File: src/stk_pkg.sv
// Shared types, constants and helper functions of the script tokenizer.
// Used by the front scanner, the token queue, the token drainer and the top level.
package stk_pkg;

   localparam int MAX_SOURCE_BYTES_DEFAULT = 65536;
   localparam int QUEUE_DEPTH = 4;
   localparam int QUEUE_AW = $clog2(QUEUE_DEPTH);

   localparam logic [5:0] K_SLASH    = 6'd11;
   localparam logic [5:0] K_DOT      = 6'd5;
   localparam logic [5:0] K_IDENT    = 6'd21;
   localparam logic [5:0] K_STRING   = 6'd22;
   localparam logic [5:0] K_NUMBER   = 6'd23;
   localparam logic [5:0] K_KEYWORD0 = 6'd24;
   localparam logic [5:0] K_ERROR    = 6'd41;
   localparam logic [5:0] K_END      = 6'd42;

   localparam logic [1:0] E_NONE         = 2'd0;
   localparam logic [1:0] E_UNTERMINATED = 2'd1;
   localparam logic [1:0] E_UNEXPECTED   = 2'd2;

   localparam logic [7:0] CH_NUL   = 8'h00;
   localparam logic [7:0] CH_TAB   = 8'h09;
   localparam logic [7:0] CH_NL    = 8'h0A;
   localparam logic [7:0] CH_CR    = 8'h0D;
   localparam logic [7:0] CH_SPACE = 8'h20;
   localparam logic [7:0] CH_BANG  = 8'h21;
   localparam logic [7:0] CH_QUOTE = 8'h22;
   localparam logic [7:0] CH_DOT   = 8'h2E;
   localparam logic [7:0] CH_SLASH = 8'h2F;
   localparam logic [7:0] CH_LT    = 8'h3C;
   localparam logic [7:0] CH_EQ    = 8'h3D;
   localparam logic [7:0] CH_GT    = 8'h3E;
   localparam logic [7:0] CH_UNDER = 8'h5F;

   localparam int NUM_KEYWORDS = 17;

   // Keyword spellings, padded with zero bytes.
   localparam logic [7:0] KW_CHARS [NUM_KEYWORDS][8] = '{
      '{"a", "n", "d", 8'h00, 8'h00, 8'h00, 8'h00, 8'h00},
      '{"c", "l", "a", "s", "s", 8'h00, 8'h00, 8'h00},
      '{"c", "o", "n", "s", "t", 8'h00, 8'h00, 8'h00},
      '{"e", "l", "s", "e", 8'h00, 8'h00, 8'h00, 8'h00},
      '{"f", "a", "l", "s", "e", 8'h00, 8'h00, 8'h00},
      '{"f", "o", "r", 8'h00, 8'h00, 8'h00, 8'h00, 8'h00},
      '{"f", "u", "n", 8'h00, 8'h00, 8'h00, 8'h00, 8'h00},
      '{"i", "f", 8'h00, 8'h00, 8'h00, 8'h00, 8'h00, 8'h00},
      '{"n", "i", "l", 8'h00, 8'h00, 8'h00, 8'h00, 8'h00},
      '{"o", "r", 8'h00, 8'h00, 8'h00, 8'h00, 8'h00, 8'h00},
      '{"p", "r", "i", "n", "t", 8'h00, 8'h00, 8'h00},
      '{"r", "e", "t", "u", "r", "n", 8'h00, 8'h00},
      '{"s", "u", "p", "e", "r", 8'h00, 8'h00, 8'h00},
      '{"t", "h", "i", "s", 8'h00, 8'h00, 8'h00, 8'h00},
      '{"t", "r", "u", "e", 8'h00, 8'h00, 8'h00, 8'h00},
      '{"v", "a", "r", 8'h00, 8'h00, 8'h00, 8'h00, 8'h00},
      '{"w", "h", "i", "l", "e", 8'h00, 8'h00, 8'h00}
   };

   localparam logic [2:0] KW_LEN [NUM_KEYWORDS] = '{
      3'd3, 3'd5, 3'd5, 3'd4, 3'd5, 3'd3, 3'd3, 3'd2, 3'd3,
      3'd2, 3'd5, 3'd6, 3'd5, 3'd4, 3'd4, 3'd3, 3'd5
   };

   typedef enum logic [2:0] {
      M_IDLE, M_WORD, M_INT, M_INT_DOT, M_FRAC, M_STRING, M_COMMENT, M_OPERATOR
   } mode_type;

   typedef struct packed {
      logic [5:0]  kind;
      logic [15:0] start;
      logic [15:0] length;
      logic [15:0] line;
      logic [1:0]  err;
   } tok_type;

   typedef struct packed {
      logic [1:0]        count;
      tok_type [2:0]     toks;
   } bundle_type;

   function automatic tok_type mk_tok(input logic [5:0] kind, input logic [15:0] start,
                                      input logic [15:0] length, input logic [15:0] line,
                                      input logic [1:0] err);
      tok_type t;
      t.kind = kind;
      t.start = start;
      t.length = length;
      t.line = line;
      t.err = err;
      return t;
   endfunction

   function automatic logic is_letter(input logic [7:0] c);
      return (c >= "a" && c <= "z") || (c >= "A" && c <= "Z");
   endfunction

   function automatic logic is_digit(input logic [7:0] c);
      return c >= "0" && c <= "9";
   endfunction

   function automatic logic [15:0] sat_add(input logic [15:0] a, input logic [15:0] b,
                                           input logic [15:0] cap);
      logic [16:0] s;
      s = {1'b0, a} + {1'b0, b};
      return (s > {1'b0, cap}) ? cap : s[15:0];
   endfunction

   // Keywords whose character at position pos equals c.
   function automatic logic [NUM_KEYWORDS-1:0] keep_mask(input logic [2:0] pos,
                                                        input logic [7:0] c);
      logic [NUM_KEYWORDS-1:0] m;
      m = '0;
      for (int i = 0; i < NUM_KEYWORDS; i++) begin
         m[i] = (pos < 3'd6) && (KW_CHARS[i][pos] == c);
      end
      return m;
   endfunction

   // First surviving keyword of matching length, else identifier.
   function automatic logic [5:0] word_kind(input logic [NUM_KEYWORDS-1:0] cand,
                                           input logic [2:0] wlen);
      logic [5:0] k;
      k = K_IDENT;
      for (int i = NUM_KEYWORDS - 1; i >= 0; i--) begin
         if (cand[i] && KW_LEN[i] == wlen) begin
            k = K_KEYWORD0 + 6'(i);
         end
      end
      return k;
   endfunction

   // Bit 6 set when c is a one-character token.
   function automatic logic [6:0] single_kind(input logic [7:0] c);
      logic [6:0] r;
      case (c)
         "(": r = {1'b1, 6'd0};
         ")": r = {1'b1, 6'd1};
         "{": r = {1'b1, 6'd2};
         "}": r = {1'b1, 6'd3};
         ",": r = {1'b1, 6'd4};
         ".": r = {1'b1, 6'd5};
         ";": r = {1'b1, 6'd6};
         ":": r = {1'b1, 6'd7};
         "?": r = {1'b1, 6'd8};
         "-": r = {1'b1, 6'd9};
         "+": r = {1'b1, 6'd10};
         "*": r = {1'b1, 6'd12};
         default: r = 7'd0;
      endcase
      return r;
   endfunction

   function automatic logic [5:0] operator_kind(input logic [7:0] c, input logic doubled);
      logic [5:0] k;
      case (c)
         CH_BANG: k = doubled ? 6'd14 : 6'd13;
         CH_EQ:   k = doubled ? 6'd16 : 6'd15;
         CH_GT:   k = doubled ? 6'd18 : 6'd17;
         default: k = doubled ? 6'd20 : 6'd19;
      endcase
      return k;
   endfunction

endpackage

File: src/stk_front.sv
// Front scanner: takes one source byte per cycle while byte_valid is high and forms the tokens it completes.
// Depends on stk_pkg for token types, keyword table and character helpers.
module stk_front #(
   parameter int MAX_SOURCE_BYTES = stk_pkg::MAX_SOURCE_BYTES_DEFAULT
) (
   input  logic                clock,
   input  logic                reset,
   input  logic                byte_valid,
   input  logic [7:0]          source_byte,
   output logic                bundle_push,
   output stk_pkg::bundle_type bundle
);

   localparam logic [15:0] OFFSET_CAP =
      (MAX_SOURCE_BYTES - 1 < 65535) ? 16'(MAX_SOURCE_BYTES - 1) : 16'hFFFF;

   stk_pkg::mode_type mode_ff, mode_in;
   logic [15:0] lstart_ff, lstart_in;
   logic [15:0] roff_ff, roff_in;
   logic [15:0] line_ff, line_in;
   logic [16:0] cand_ff, cand_in;
   logic [2:0]  wlen_ff, wlen_in;
   logic [7:0]  held_ff, held_in;
   logic [15:0] llen_ff, llen_in;

   always_ff @(posedge clock) begin
      if (reset) begin
         mode_ff   <= stk_pkg::M_IDLE;
         lstart_ff <= '0;
         roff_ff   <= '0;
         line_ff   <= 16'd1;
         cand_ff   <= '0;
         wlen_ff   <= '0;
         held_ff   <= '0;
         llen_ff   <= '0;
      end else if (byte_valid) begin
         mode_ff   <= mode_in;
         lstart_ff <= lstart_in;
         roff_ff   <= roff_in;
         line_ff   <= line_in;
         cand_ff   <= cand_in;
         wlen_ff   <= wlen_in;
         held_ff   <= held_in;
         llen_ff   <= llen_in;
      end
   end

   always_comb begin
      logic [7:0] c;
      logic       rescan;
      logic [1:0] n;
      logic [6:0] sk;
      c = source_byte;
      rescan = 1'b0;
      n = 2'd0;
      sk = 7'd0;
      bundle = '0;
      mode_in = mode_ff;
      lstart_in = lstart_ff;
      roff_in = roff_ff;
      line_in = line_ff;
      cand_in = cand_ff;
      wlen_in = wlen_ff;
      held_in = held_ff;
      llen_in = llen_ff;

      case (mode_ff)
         stk_pkg::M_WORD: begin
            if (stk_pkg::is_letter(c) || stk_pkg::is_digit(c) || c == stk_pkg::CH_UNDER) begin
               llen_in = stk_pkg::sat_add(llen_ff, 16'd1, 16'hFFFF);
               cand_in = cand_ff & stk_pkg::keep_mask(wlen_ff, c);
               wlen_in = (wlen_ff < 3'd7) ? wlen_ff + 3'd1 : 3'd7;
            end else begin
               bundle.toks[n] = stk_pkg::mk_tok(stk_pkg::word_kind(cand_ff, wlen_ff),
                                                lstart_ff, llen_ff, line_ff, stk_pkg::E_NONE);
               n = n + 2'd1;
               rescan = 1'b1;
            end
         end
         stk_pkg::M_INT, stk_pkg::M_FRAC: begin
            if (stk_pkg::is_digit(c)) begin
               llen_in = stk_pkg::sat_add(llen_ff, 16'd1, 16'hFFFF);
            end else if (c == stk_pkg::CH_DOT && mode_ff == stk_pkg::M_INT) begin
               mode_in = stk_pkg::M_INT_DOT;
            end else begin
               bundle.toks[n] = stk_pkg::mk_tok(stk_pkg::K_NUMBER, lstart_ff, llen_ff,
                                                line_ff, stk_pkg::E_NONE);
               n = n + 2'd1;
               rescan = 1'b1;
            end
         end
         stk_pkg::M_INT_DOT: begin
            if (stk_pkg::is_digit(c)) begin
               llen_in = stk_pkg::sat_add(llen_ff, 16'd2, 16'hFFFF);
               mode_in = stk_pkg::M_FRAC;
            end else begin
               bundle.toks[n] = stk_pkg::mk_tok(stk_pkg::K_NUMBER, lstart_ff, llen_ff,
                                                line_ff, stk_pkg::E_NONE);
               n = n + 2'd1;
               bundle.toks[n] = stk_pkg::mk_tok(stk_pkg::K_DOT,
                                                stk_pkg::sat_add(lstart_ff, llen_ff, OFFSET_CAP),
                                                16'd1, line_ff, stk_pkg::E_NONE);
               n = n + 2'd1;
               rescan = 1'b1;
            end
         end
         stk_pkg::M_STRING: begin
            if (c == stk_pkg::CH_NUL) begin
               bundle.toks[n] = stk_pkg::mk_tok(stk_pkg::K_ERROR, lstart_ff, llen_ff,
                                                line_ff, stk_pkg::E_UNTERMINATED);
               n = n + 2'd1;
               rescan = 1'b1;
            end else begin
               llen_in = stk_pkg::sat_add(llen_ff, 16'd1, 16'hFFFF);
               if (c == stk_pkg::CH_QUOTE) begin
                  bundle.toks[n] = stk_pkg::mk_tok(stk_pkg::K_STRING, lstart_ff, llen_in,
                                                   line_ff, stk_pkg::E_NONE);
                  n = n + 2'd1;
                  mode_in = stk_pkg::M_IDLE;
               end else if (c == stk_pkg::CH_NL) begin
                  line_in = stk_pkg::sat_add(line_ff, 16'd1, 16'hFFFF);
               end
            end
         end
         stk_pkg::M_COMMENT: begin
            rescan = (c == stk_pkg::CH_NL) || (c == stk_pkg::CH_NUL);
         end
         stk_pkg::M_OPERATOR: begin
            if (held_ff == stk_pkg::CH_SLASH) begin
               if (c == stk_pkg::CH_SLASH) begin
                  mode_in = stk_pkg::M_COMMENT;
               end else begin
                  bundle.toks[n] = stk_pkg::mk_tok(stk_pkg::K_SLASH, lstart_ff, 16'd1,
                                                   line_ff, stk_pkg::E_NONE);
                  n = n + 2'd1;
                  rescan = 1'b1;
               end
            end else if (c == stk_pkg::CH_EQ) begin
               bundle.toks[n] = stk_pkg::mk_tok(stk_pkg::operator_kind(held_ff, 1'b1),
                                                lstart_ff, 16'd2, line_ff, stk_pkg::E_NONE);
               n = n + 2'd1;
               mode_in = stk_pkg::M_IDLE;
            end else begin
               bundle.toks[n] = stk_pkg::mk_tok(stk_pkg::operator_kind(held_ff, 1'b0),
                                                lstart_ff, 16'd1, line_ff, stk_pkg::E_NONE);
               n = n + 2'd1;
               rescan = 1'b1;
            end
         end
         default: begin
            rescan = 1'b1;
         end
      endcase

      // Scan the byte afresh as the first byte of a new lexeme.
      if (rescan) begin
         mode_in = stk_pkg::M_IDLE;
         if (c == stk_pkg::CH_NUL) begin
            bundle.toks[n] = stk_pkg::mk_tok(stk_pkg::K_END, roff_ff, 16'd0, line_ff,
                                             stk_pkg::E_NONE);
            n = n + 2'd1;
         end else if (c == stk_pkg::CH_SPACE || c == stk_pkg::CH_CR || c == stk_pkg::CH_TAB) begin
            mode_in = stk_pkg::M_IDLE;
         end else if (c == stk_pkg::CH_NL) begin
            line_in = stk_pkg::sat_add(line_ff, 16'd1, 16'hFFFF);
         end else begin
            lstart_in = roff_ff;
            llen_in = 16'd1;
            sk = stk_pkg::single_kind(c);
            if (stk_pkg::is_letter(c)) begin
               mode_in = stk_pkg::M_WORD;
               cand_in = stk_pkg::keep_mask(3'd0, c);
               wlen_in = 3'd1;
            end else if (stk_pkg::is_digit(c)) begin
               mode_in = stk_pkg::M_INT;
            end else if (c == stk_pkg::CH_QUOTE) begin
               mode_in = stk_pkg::M_STRING;
            end else if (c == stk_pkg::CH_BANG || c == stk_pkg::CH_EQ || c == stk_pkg::CH_LT ||
                         c == stk_pkg::CH_GT || c == stk_pkg::CH_SLASH) begin
               mode_in = stk_pkg::M_OPERATOR;
               held_in = c;
            end else if (sk[6]) begin
               bundle.toks[n] = stk_pkg::mk_tok(sk[5:0], roff_ff, 16'd1, line_ff,
                                                stk_pkg::E_NONE);
               n = n + 2'd1;
            end else begin
               bundle.toks[n] = stk_pkg::mk_tok(stk_pkg::K_ERROR, roff_ff, 16'd1, line_ff,
                                                stk_pkg::E_UNEXPECTED);
               n = n + 2'd1;
            end
         end
      end

      // End of source restarts every counter for the next source.
      if (c == stk_pkg::CH_NUL) begin
         mode_in = stk_pkg::M_IDLE;
         roff_in = '0;
         lstart_in = '0;
         line_in = 16'd1;
         cand_in = '0;
         wlen_in = '0;
         held_in = '0;
         llen_in = '0;
      end else begin
         roff_in = stk_pkg::sat_add(roff_ff, 16'd1, OFFSET_CAP);
      end

      bundle.count = n;
   end

   assign bundle_push = byte_valid && (bundle.count != 2'd0);

endmodule

File: src/stk_queue.sv
// Short queue of token bundles between the front scanner and the drainer.
// Depends on stk_pkg for the bundle type and the queue depth.
module stk_queue (
   input  logic                clock,
   input  logic                reset,
   input  logic                push,
   input  stk_pkg::bundle_type wdata,
   output logic                full,
   input  logic                pop,
   output stk_pkg::bundle_type rdata,
   output logic                empty
);

   stk_pkg::bundle_type store_ff [stk_pkg::QUEUE_DEPTH];
   logic [stk_pkg::QUEUE_AW-1:0] wptr_ff, rptr_ff;
   logic [stk_pkg::QUEUE_AW:0]   fill_ff;

   assign full  = (fill_ff == (stk_pkg::QUEUE_AW + 1)'(stk_pkg::QUEUE_DEPTH));
   assign empty = (fill_ff == '0);
   assign rdata = store_ff[rptr_ff];

   always_ff @(posedge clock) begin
      if (push) begin
         store_ff[wptr_ff] <= wdata;
      end
   end

   always_ff @(posedge clock) begin
      if (reset) begin
         wptr_ff <= '0;
         rptr_ff <= '0;
         fill_ff <= '0;
      end else begin
         if (push) begin
            wptr_ff <= wptr_ff + 1'b1;
         end
         if (pop) begin
            rptr_ff <= rptr_ff + 1'b1;
         end
         case ({push, pop})
            2'b10:   fill_ff <= fill_ff + 1'b1;
            2'b01:   fill_ff <= fill_ff - 1'b1;
            default: fill_ff <= fill_ff;
         endcase
      end
   end

endmodule

File: src/stk_back.sv
// Token drainer: holds one bundle and hands its tokens out one per pop.
// Depends on stk_pkg for the bundle and token types.
module stk_back (
   input  logic                clock,
   input  logic                reset,
   input  stk_pkg::bundle_type q_data,
   input  logic                q_empty,
   output logic                q_pop,
   output stk_pkg::tok_type    tok,
   output logic                last,
   output logic                out_empty,
   input  logic                out_pop
);

   stk_pkg::bundle_type cur_ff;
   logic                valid_ff;
   logic [1:0]          idx_ff;
   logic                take;

   assign tok       = cur_ff.toks[idx_ff];
   assign last      = (idx_ff == cur_ff.count - 2'd1);
   assign out_empty = !valid_ff;
   assign take      = !valid_ff || (out_pop && last);
   assign q_pop     = take && !q_empty;

   always_ff @(posedge clock) begin
      if (q_pop) begin
         cur_ff <= q_data;
      end
   end

   always_ff @(posedge clock) begin
      if (reset) begin
         valid_ff <= 1'b0;
         idx_ff   <= '0;
      end else if (take) begin
         valid_ff <= !q_empty;
         idx_ff   <= '0;
      end else if (out_pop) begin
         idx_ff <= idx_ff + 2'd1;
      end
   end

endmodule

File: src/script_tokenizer_core.sv
// Top level of the script tokenizer: front scanner, bundle queue and token drainer.
// Depends on stk_pkg, stk_front, stk_queue and stk_back.
//
//   Channel   Direction  Handshake          Payload
//   req_      in         req_push/req_full  req_source_byte
//   rsp_      out        rsp_empty/rsp_pop  rsp_token_kind .. rsp_last_of_run
//
// The scanner takes one source byte per cycle while req_full is low; the byte's tokens
// (zero to three) are written as one bundle into a four-entry queue in the same edge.
// The drainer hands out one token per cycle while rsp_pop is high and tokens are waiting,
// and the queue absorbs the burst of a byte that ends three tokens.
// Reset is synchronous and clears the scanner state, queue pointers and drainer.
// req_full rises only when the queue is full; a stalled output never blocks
// the scanner until the queue fills.
module script_tokenizer_core #(
   parameter int MAX_SOURCE_BYTES = stk_pkg::MAX_SOURCE_BYTES_DEFAULT
) (
   input  logic        clock,
   input  logic        reset,
   input  logic        req_push,
   output logic        req_full,
   input  logic [7:0]  req_source_byte,
   output logic        rsp_empty,
   input  logic        rsp_pop,
   output logic [5:0]  rsp_token_kind,
   output logic [15:0] rsp_token_start,
   output logic [15:0] rsp_token_length,
   output logic [15:0] rsp_token_line,
   output logic [1:0]  rsp_error_kind,
   output logic        rsp_last_of_run
);

   // Bundle path from the scanner into the queue.
   logic                b_push;
   stk_pkg::bundle_type b_data;
   logic                q_full;
   // Bundle path from the queue into the drainer.
   stk_pkg::bundle_type q_data;
   logic                q_empty;
   logic                q_pop;
   stk_pkg::tok_type    tok;

   // A request is taken whenever the queue has room for its bundle.
   assign req_full = q_full;

   stk_front #(
      .MAX_SOURCE_BYTES(MAX_SOURCE_BYTES)
   ) u_front (
      .clock       (clock),
      .reset       (reset),
      .byte_valid  (req_push && !q_full),
      .source_byte (req_source_byte),
      .bundle_push (b_push),
      .bundle      (b_data)
   );

   stk_queue u_queue (
      .clock (clock),
      .reset (reset),
      .push  (b_push),
      .wdata (b_data),
      .full  (q_full),
      .pop   (q_pop),
      .rdata (q_data),
      .empty (q_empty)
   );

   stk_back u_back (
      .clock     (clock),
      .reset     (reset),
      .q_data    (q_data),
      .q_empty   (q_empty),
      .q_pop     (q_pop),
      .tok       (tok),
      .last      (rsp_last_of_run),
      .out_empty (rsp_empty),
      .out_pop   (rsp_pop)
   );

   assign rsp_token_kind   = tok.kind;
   assign rsp_token_start  = tok.start;
   assign rsp_token_length = tok.length;
   assign rsp_token_line   = tok.line;
   assign rsp_error_kind   = tok.err;

`ifndef SYNTHESIS
   // A bundle is never written into a full queue.
   a_no_overflow: assert property (@(posedge clock) disable iff (reset)
      b_push |-> !q_full) else $error("bundle written into full queue");

   // A token that is not the last of its byte is always followed by another.
   a_run_continues: assert property (@(posedge clock) disable iff (reset)
      (!rsp_empty && rsp_pop && !rsp_last_of_run) |=> !rsp_empty)
      else $error("token run broken");

   // Every shown token carries a defined kind.
   a_kind_range: assert property (@(posedge clock) disable iff (reset)
      !rsp_empty |-> (rsp_token_kind <= stk_pkg::K_END))
      else $error("token kind out of range");
`endif

endmodule

File: config.mk
export PLATFORM = sky130hd
export DESIGN_NAME = script_tokenizer_core
export DESIGN_NICKNAME = d
export VERILOG_FILES = /design/src/stk_pkg.sv /design/src/stk_front.sv /design/src/stk_queue.sv /design/src/stk_back.sv /design/src/script_tokenizer_core.sv
export SDC_FILE = /design/constraint.sdc
export NUM_CORES = 1
export LEC_CHECK = 0
export ABC_AREA = 1
export BUFFER_PORTS_ARGS = -buffer_cell sky130_fd_sc_hd__buf_2
export CAP_MARGIN = 20
export CORE_ASPECT_RATIO = 1.4
export CORE_MARGIN = 4
export CORE_UTILIZATION = 50
export DETAILED_ROUTE_END_ITERATION = 10
export PLACE_DENSITY = 0.66
export SLEW_MARGIN = 20
export SYNTH_ARGS = -nofsm -noshare
export SYNTH_HDL_FRONTEND = slang
export SYNTH_SLANG_ARGS = --single-unit
File: constraint.sdc
create_clock -name clock -period 11.2 [get_ports clock]
set_input_delay 1.68 -clock clock [delete_from_list [all_inputs] [get_ports clock]]
set_output_delay 1.68 -clock clock [all_outputs]
set_load 0.005 [all_outputs]
==> results of run 1 <==
synthesized netlist by cell type, types with 3 or more instances:
master       n
nor3_4       3
nand4_1     34
buf_6        5
dfxtp_1    105
a32oi_1      8
xnor2_1      6
or2_2        4
nand2_1    520
clkbuf_1   165
o2111ai_1    9
o31ai_1     41
nor4_1       7
edfxtp_1   680
a21boi_0     3
buf_1        5
nand3b_1     6
ha_1        42
o21ai_0    389
o22ai_1    149
buf_4       11
clkinv_1     3
nand3_2      7
a21oi_1    159
o21ai_1      5
o211ai_1    13
nor2_1     613
o21bai_1    12
nand3_1    207
a211oi_1     4
nor3b_1      3
nor3_1      75
buf_2       25
nor2_2      11
nand2_2      7
xor2_1      64
inv_1      219
a22oi_1     16
inv_2       21
nor2_4       5
sequential cells by signal (all words and copies together) (netlist names), 2 cells and up:
register,count
u_queue.store_ff,544
u_back.cur_ff,136
u_front.cand_ff,17
u_front.line_ff,16
u_front.llen_ff,16
u_front.lstart_ff,16
u_front.roff_ff,16
u_front.held_ff,8
u_front.mode_ff,3
u_front.wlen_ff,3
u_queue.fill_ff,3
u_back.idx_ff,2
u_queue.rptr_ff,2
u_queue.wptr_ff,2
power breakdown:
part	leakage (nW)	switching, mW	internal (mW)	total (mW)
clock network	1.15	1.05	1.41	2.46
registers	7.21	0.260	4.28	4.55
logic	5.94	2.18	0.718	2.90
total	14.3	3.49	6.41	9.90
metal layers:
layer | global-route usage (%) | wire (µm)
met1 | 32.1 | 40100
met2 | 44.5 | 51500
met3 | 2.98 | 5510
met4 | 11.7 | 4930
met5 | 0 | 0
kinds of logic after synthesis:
family | after synthesis
and+or+nand+nor | 1511
DFF | 785
buffers and inverters | 455
xor gates and xnor gates | 70
AOI/OAI and AO/OA | 820
adders and majority gates | 44
layout by cell type (no fill, tap or decap), types with 64 or more instances in the layout:
cell         n
dfxtp_1    101
nor2_1     607
nand2_1    520
inv_1      217
buf_2       70
xor2_1      64
clkbuf_16   75
nand3_1    207
o22ai_1    149
o21ai_0    389
nor3_1      75
edfxtp_1   680
a21oi_1    159
worst reg2reg max path: stages, from the launching register on:
cell and delay (ns):
dfxtp_4 0.73, xnor2_1 0.22, nor2_1 0.06, a21oi_1 0.22
nand2_1 0.18, nand2_1 0.12, inv_1 0.08, nor2_4 0.67
buf_4 0.76, buf_4 0.81
through the flow:
stage / utilization [%] / cells / instance area (µm²)
floorplan: - / 3685 / 36600
global placement: 51.7 / 4524 / 37500
detailed placement: 51.7 / 4524 / 37500
CTS: 54.9 / 4655 / 39900
global route: 55.0 / 4655 / 39900
finish: 55.0 / 4655 / 39900
area by class of cell:
class	instances	area (µm²)	share of cell area, %
tap	952	1190	2.99
inverter	244	932	2.34
clock inverter	33	345	0.865
sequential	785	22500	56.5
multi-input combinational	2445	12300	30.8
timing repair buffer	98	611	1.53
clock buffer	98	2010	5.05
how the worst min path moves through the flow:
stage	start	endpoint	slack (ns)	cells past startpoint
CTS	u_queue.fill_ff[0]	u_queue.fill_ff[0]	0.45	1
detailed placement	u_queue.fill_ff[0]	u_queue.fill_ff[0]	0.44	1
floorplan	u_queue.fill_ff[0]	u_queue.fill_ff[0]	0.42	1
global route	u_queue.fill_ff[0]	u_queue.fill_ff[0]	0.48	1
finish	u_queue.fill_ff[0]	u_queue.fill_ff[0]	0.45	1
global placement	u_queue.fill_ff[0]	u_queue.fill_ff[0]	0.44	1
==> run metrics, run 1 <==
largest area contributor in the netlist=edfxtp_1; Fin Hold WS=0.451 ns; top cell type's share of synthesized area=55.9%; Routability Congestion=1.00; crit path to=u_queue.store_ff[3][64]; Final WS setup=5.66 ns; flop and latch count out of synthesis=785; CTS max path bufs=3; multiplexer share of the synthesized area=0%; Hold Path Class=reg -> reg; RSZ-0062 raised after global routing=false; critical-path cell list=buf_2 > inv_1 > nand2_2 > nor2_2 > nand2_1 > buf_4 > inv_2 > nor2_1 > nand2_1 > nor2_4 > nand2_4 > nand2_1 > nand2_1 > nand3_2 > nand2_2 > nor2_4 > buf_12; total number of vias=between 20000 and 30000; status=completed; synth unique cells=55; starting density of the core=50.4%; Hold Fails Final Rpt=0; Max VDD drop=0.149 mV; Fillers=6470; Post-Synth Adder-Cell Area=about 1.5%; Static Leakage=14.3 nW; CP Depth=17; Post-Synth XOR/XNOR Area=approximately 1.7%; Max-Cap Viols=0; Final Max Slew Viols=0; Setup Crit Path Kind=in -> reg; ys flop type=edfxtp_1; layout cell share with drive strength beyond 1=7.75%; ys async rst share=0%; Resize count post-CTS=0; die area=about 78000 µm²; skew final=0.0279 ns; delay-heaviest family, CP=simple AND/OR/NAND/NOR gates; Core Box Area=roughly 73000 µm²; cell mode on critical path=nand2_1; power per cell area=248 nW/µm²; period utilization=between 40 and 50%; R2R Setup Slk=6.86 ns; CP Launch Point=req_source_byte[2]; Worst Path Required=11.43 ns; Mapped Area=36600 µm²; Power Total=just under 10 mW; Fmax=181 MHz; area share of and/or/nand/nor cells after synthesis=17.5%; delay of the slowest critical-path stage=0.56 ns; Pre-Repair DR Iteration Count=6; CTS tree=yes; post-route ant nets=0; reg2reg end=u_back.cur_ff[24]; hold buffers post-CTS=0; sequential area share after synthesis=61.6%; Worst-path clk slew=~0.060 ns; Chip Width=237 µm; Post-Syn Nets=3741; H-Tree Level Count=3; CTS root buf=clkbuf_16; DR DRC count=0; IO Port Bufs=70; area growth from synthesis to layout=9.14%; DR vias/cell=around 6; final antenna diode count=0; cell row count=roughly 120; Gate Count Post-Synth=3685; I/O Pins=roughly 70; worst slack at placement=5.08 ns; slowest stage cell, crit path=nor2_4; vias in the first global route=~26000; Setup Buffers After CTS=0; clk_lat worst skew=between 0.6 and 0.7 ns; Critical Path Start Type=input pin; gr usage total=25.6%; die height=328 µm; Least-Margin Pin Slew=1.24 ns; Compound-Gate Fraction of Synth Area=12.7%; CTS buffer count=72; Setup TNS Final=0 ns; Initial DRC Count=2593; clock sink count=785; DP HPWL=~65 mm; Max-slew headroom=~18%; Final setup viols=0; Area contributors post-synth=edfxtp_1 (56%), nor2_1 (6.3%), dfxtp_1 (5.7%); yosys warns=0; syn_area_per_cell=9.92 µm²; Crit Path Max Fanout=between 100 and 150; initial antenna violation count=0; CP arrival=~5.8 ns; CP bufs+invs=5; number of synthesized flops with an enable pin=680; Avg WL per Cell=21.9 µm; first-pass GRT wire length=155 mm; Crit. End Element=flip-flop; worst r2r src=u_back.idx_ff[1]; routed wire length=102 mm; Final Net Count=3702; pin count of the biggest net entering global routing=137; grt ovf=0; Tmin final=5.54 ns; largest family of logic cells by synthesized area=simple AND/OR/NAND/NOR gates; worst reg2reg path depth=9
Power figures use the tool's default switching activity.
==> run 2: changes to the inputs <==
==> constraint.sdc (replaced) <==
create_clock -name clock -period 5.35 [get_ports clock]
set_input_delay 0.8025 -clock clock [delete_from_list [all_inputs] [get_ports clock]]
set_output_delay 0.8025 -clock clock [all_outputs]
set_load 0.005 [all_outputs]
==> run metrics, run 2 (synthesis results as in run 1) <==
routed wire length=105 mm (+3.3%); Worst-path clk slew=0.07 ns (about the same); power per cell area=527 nW/µm² (+110%); Hold Fails Final Rpt=0 (unchanged); Crit. End Element=flip-flop; register share of total power=44.4% (-1.5 points); first-pass GRT wire length=158 mm (+2.2%); Chip Width=237 µm (unchanged); Reg with most FFs=u_queue.store_ff; grt ovf=0 (unchanged); Worst Path Required=5.70 ns (-5.73 ns); IO Port Bufs=70 (unchanged); max reg flops=544 (unchanged); clk_lat worst skew=0.65 ns (+0.02 ns); CTS max path bufs=3 (unchanged); Sw Ratio=35.7% (+0.47 points); die height=328 µm (unchanged); DP HPWL=69.5 mm (+6.3%); period utilization=74.1%; Static Leakage=14.5 nW (+1.6%); starting density of the core=50.4% (unchanged); Final WS setup=1.39 ns (-4.27 ns); gr usage total=26.4% (+0.82 points); Power Total=21.3 mW (+110%); status=completed; Critical Path Start Type=input pin; Comb pwr share=30.1% (+0.8 points); Initial DRC Count=2424 (-6.5%); hold buffers post-CTS=0 (unchanged); final antenna diode count=0 (unchanged); most frequent cells in the layout=edfxtp_1 (680), nor2_1 (607), nand2_1 (520), o21ai_0 (389), inv_1 (217); Psw=7.60 mW (+120%); I/O Pins=71 (unchanged); H-Tree Level Count=3 (unchanged); vias in the first global route=26400 (+0.75%); Fin Hold WS=0.452 ns (+0.00111 ns); Resize count post-CTS=0 (unchanged); Hold Path Class=reg -> reg; clock network fraction of total power=25.4% (+0.6 points); worst slack at placement=0.745 ns (-4.33 ns); DR DRC count=0 (unchanged); Routability Congestion=0.995 (-0.71%); CTS tree=yes; area growth from synthesis to layout=10.4%; pin count of the biggest net entering global routing=192 (+40%); Least-Margin Pin Slew=1.14 ns (-0.0926 ns); layout cell share with drive strength beyond 1=8.61% (+0.86 points); RSZ-0062 raised after global routing=false; Crit Path Max Fanout=34 (-73%); Setup Buffers After CTS=0 (unchanged); Max-Cap Viols=0 (unchanged); total number of vias=27500 (+0.38%); Avg WL per Cell=22.5 µm (+2.5%); Placed Cells=4555 (+0.69%); Final Net Count=3737 (+0.95%); die area=77600 µm² (unchanged); Fmax=252 MHz; Pre-Repair DR Iteration Count=6 (unchanged); skew final=0.0364 ns (+0.00849 ns); initial antenna violation count=2 (+2); CP arrival=4.31 ns (-1.46 ns); Final setup viols=0 (unchanged); Final Max Slew Viols=0 (unchanged); post-route ant nets=0 (unchanged); commonest non-fill, non-tap cell in the layout=edfxtp_1; CTS buffer count=76 (+5.6%); CTS root buf=clkbuf_16; clock sink count=785 (unchanged); Max VDD drop=0.606 mV (+310%); Max-slew headroom=23.8% (+6.2 points); fin util=55.6% (+0.62 points); cell row count=117 (unchanged); Tmin final=3.96 ns; Core Box Area=72600 µm² (unchanged); Setup Crit Path Kind=in -> reg; Pint=13.7 mW (+110%); final cell count without fillers=4690 (+0.75%); DR vias/cell=5.86 (-0.37%); Regs by FF count=u_queue.store_ff x544, u_back.cur_ff x136, u_front.cand_ff x17
[run 2: cell types whose count changed in the layout (fill, tap and decap cells not counted), moves of 2 or more]
cell	change
buf_12	+7
buf_4	+24
bufinv_16	+2
clkbuf_8	-3
clkinv_2	-3
inv_6	+4
[run 2: power groups by stage]
stage	logic [mW]	registers [mW]	clock network, mW
5_1_grt	6.96	9.56	5.74
2_1_floorplan	4.01	9.48	0
3_5_place_dp	6.42	9.56	0
6_report	6.41	9.44	5.40
3_3_place_gp	6.34	9.52	0
4_1_cts	6.44	9.44	5.47
[run 2: path summary, 6_finish.rpt]
kind                            cells past startpoint               start  slack, ns                        to
worst min register to register                      1  u_queue.fill_ff[0]       0.45        u_queue.fill_ff[0]
worst min-delay path                                1  u_queue.fill_ff[0]       0.45        u_queue.fill_ff[0]
worst max-delay path                               14  req_source_byte[2]       1.39   u_queue.store_ff[3][18]
worst max register to register                     10  u_front.mode_ff[0]       1.45  u_queue.store_ff[1][114]
[run 2: per-stage QoR]
step	area [µm²]	TNS, ns
floorplan	36600	-567.92
global placement	37900	0
detailed placement	37900	0
CTS	40300	0
global route	40300	0
finish	40300	0
[run 2: worst max-delay path, cell delays in order]
cell     delay [ns]
buf_2          0.19
inv_1          0.30
nand2_2        0.14
nor2_2         0.19
nand2_1        0.17
inv_2          0.27
nor2_1         0.09
nand2_1        0.18
nor2_4         0.12
buf_4          0.21
inv_2          0.81
nor3_2         0.18
o21ai_0        0.46
inv_1          0.18
[run 2: final cells by class]
| class | instances | area, µm² |
|---|---|---|
| Fill cell | 6332 | 32300 |
| Tap cell | 952 | 1190 |
| Timing Repair Buffer | 129 | 931 |
| Clock inverter | 38 | 490 |
| Inverter | 244 | 932 |
| Multi-Input combinational cell | 2445 | 12300 |
| Clock buffer | 97 | 2000 |
| Sequential cell | 785 | 22500 |
[run 2: layer usage]
layer / track usage (%) / up-vias / share of wire [%]
met3: 3.40 / 233 / 5.7
li1: - / 12900 / -
met4: 12.4 / 4 / 4.8
met1: 31.6 / 13300 / 38
met2: 47.2 / 951 / 52
met5: 0 / - / 0.026
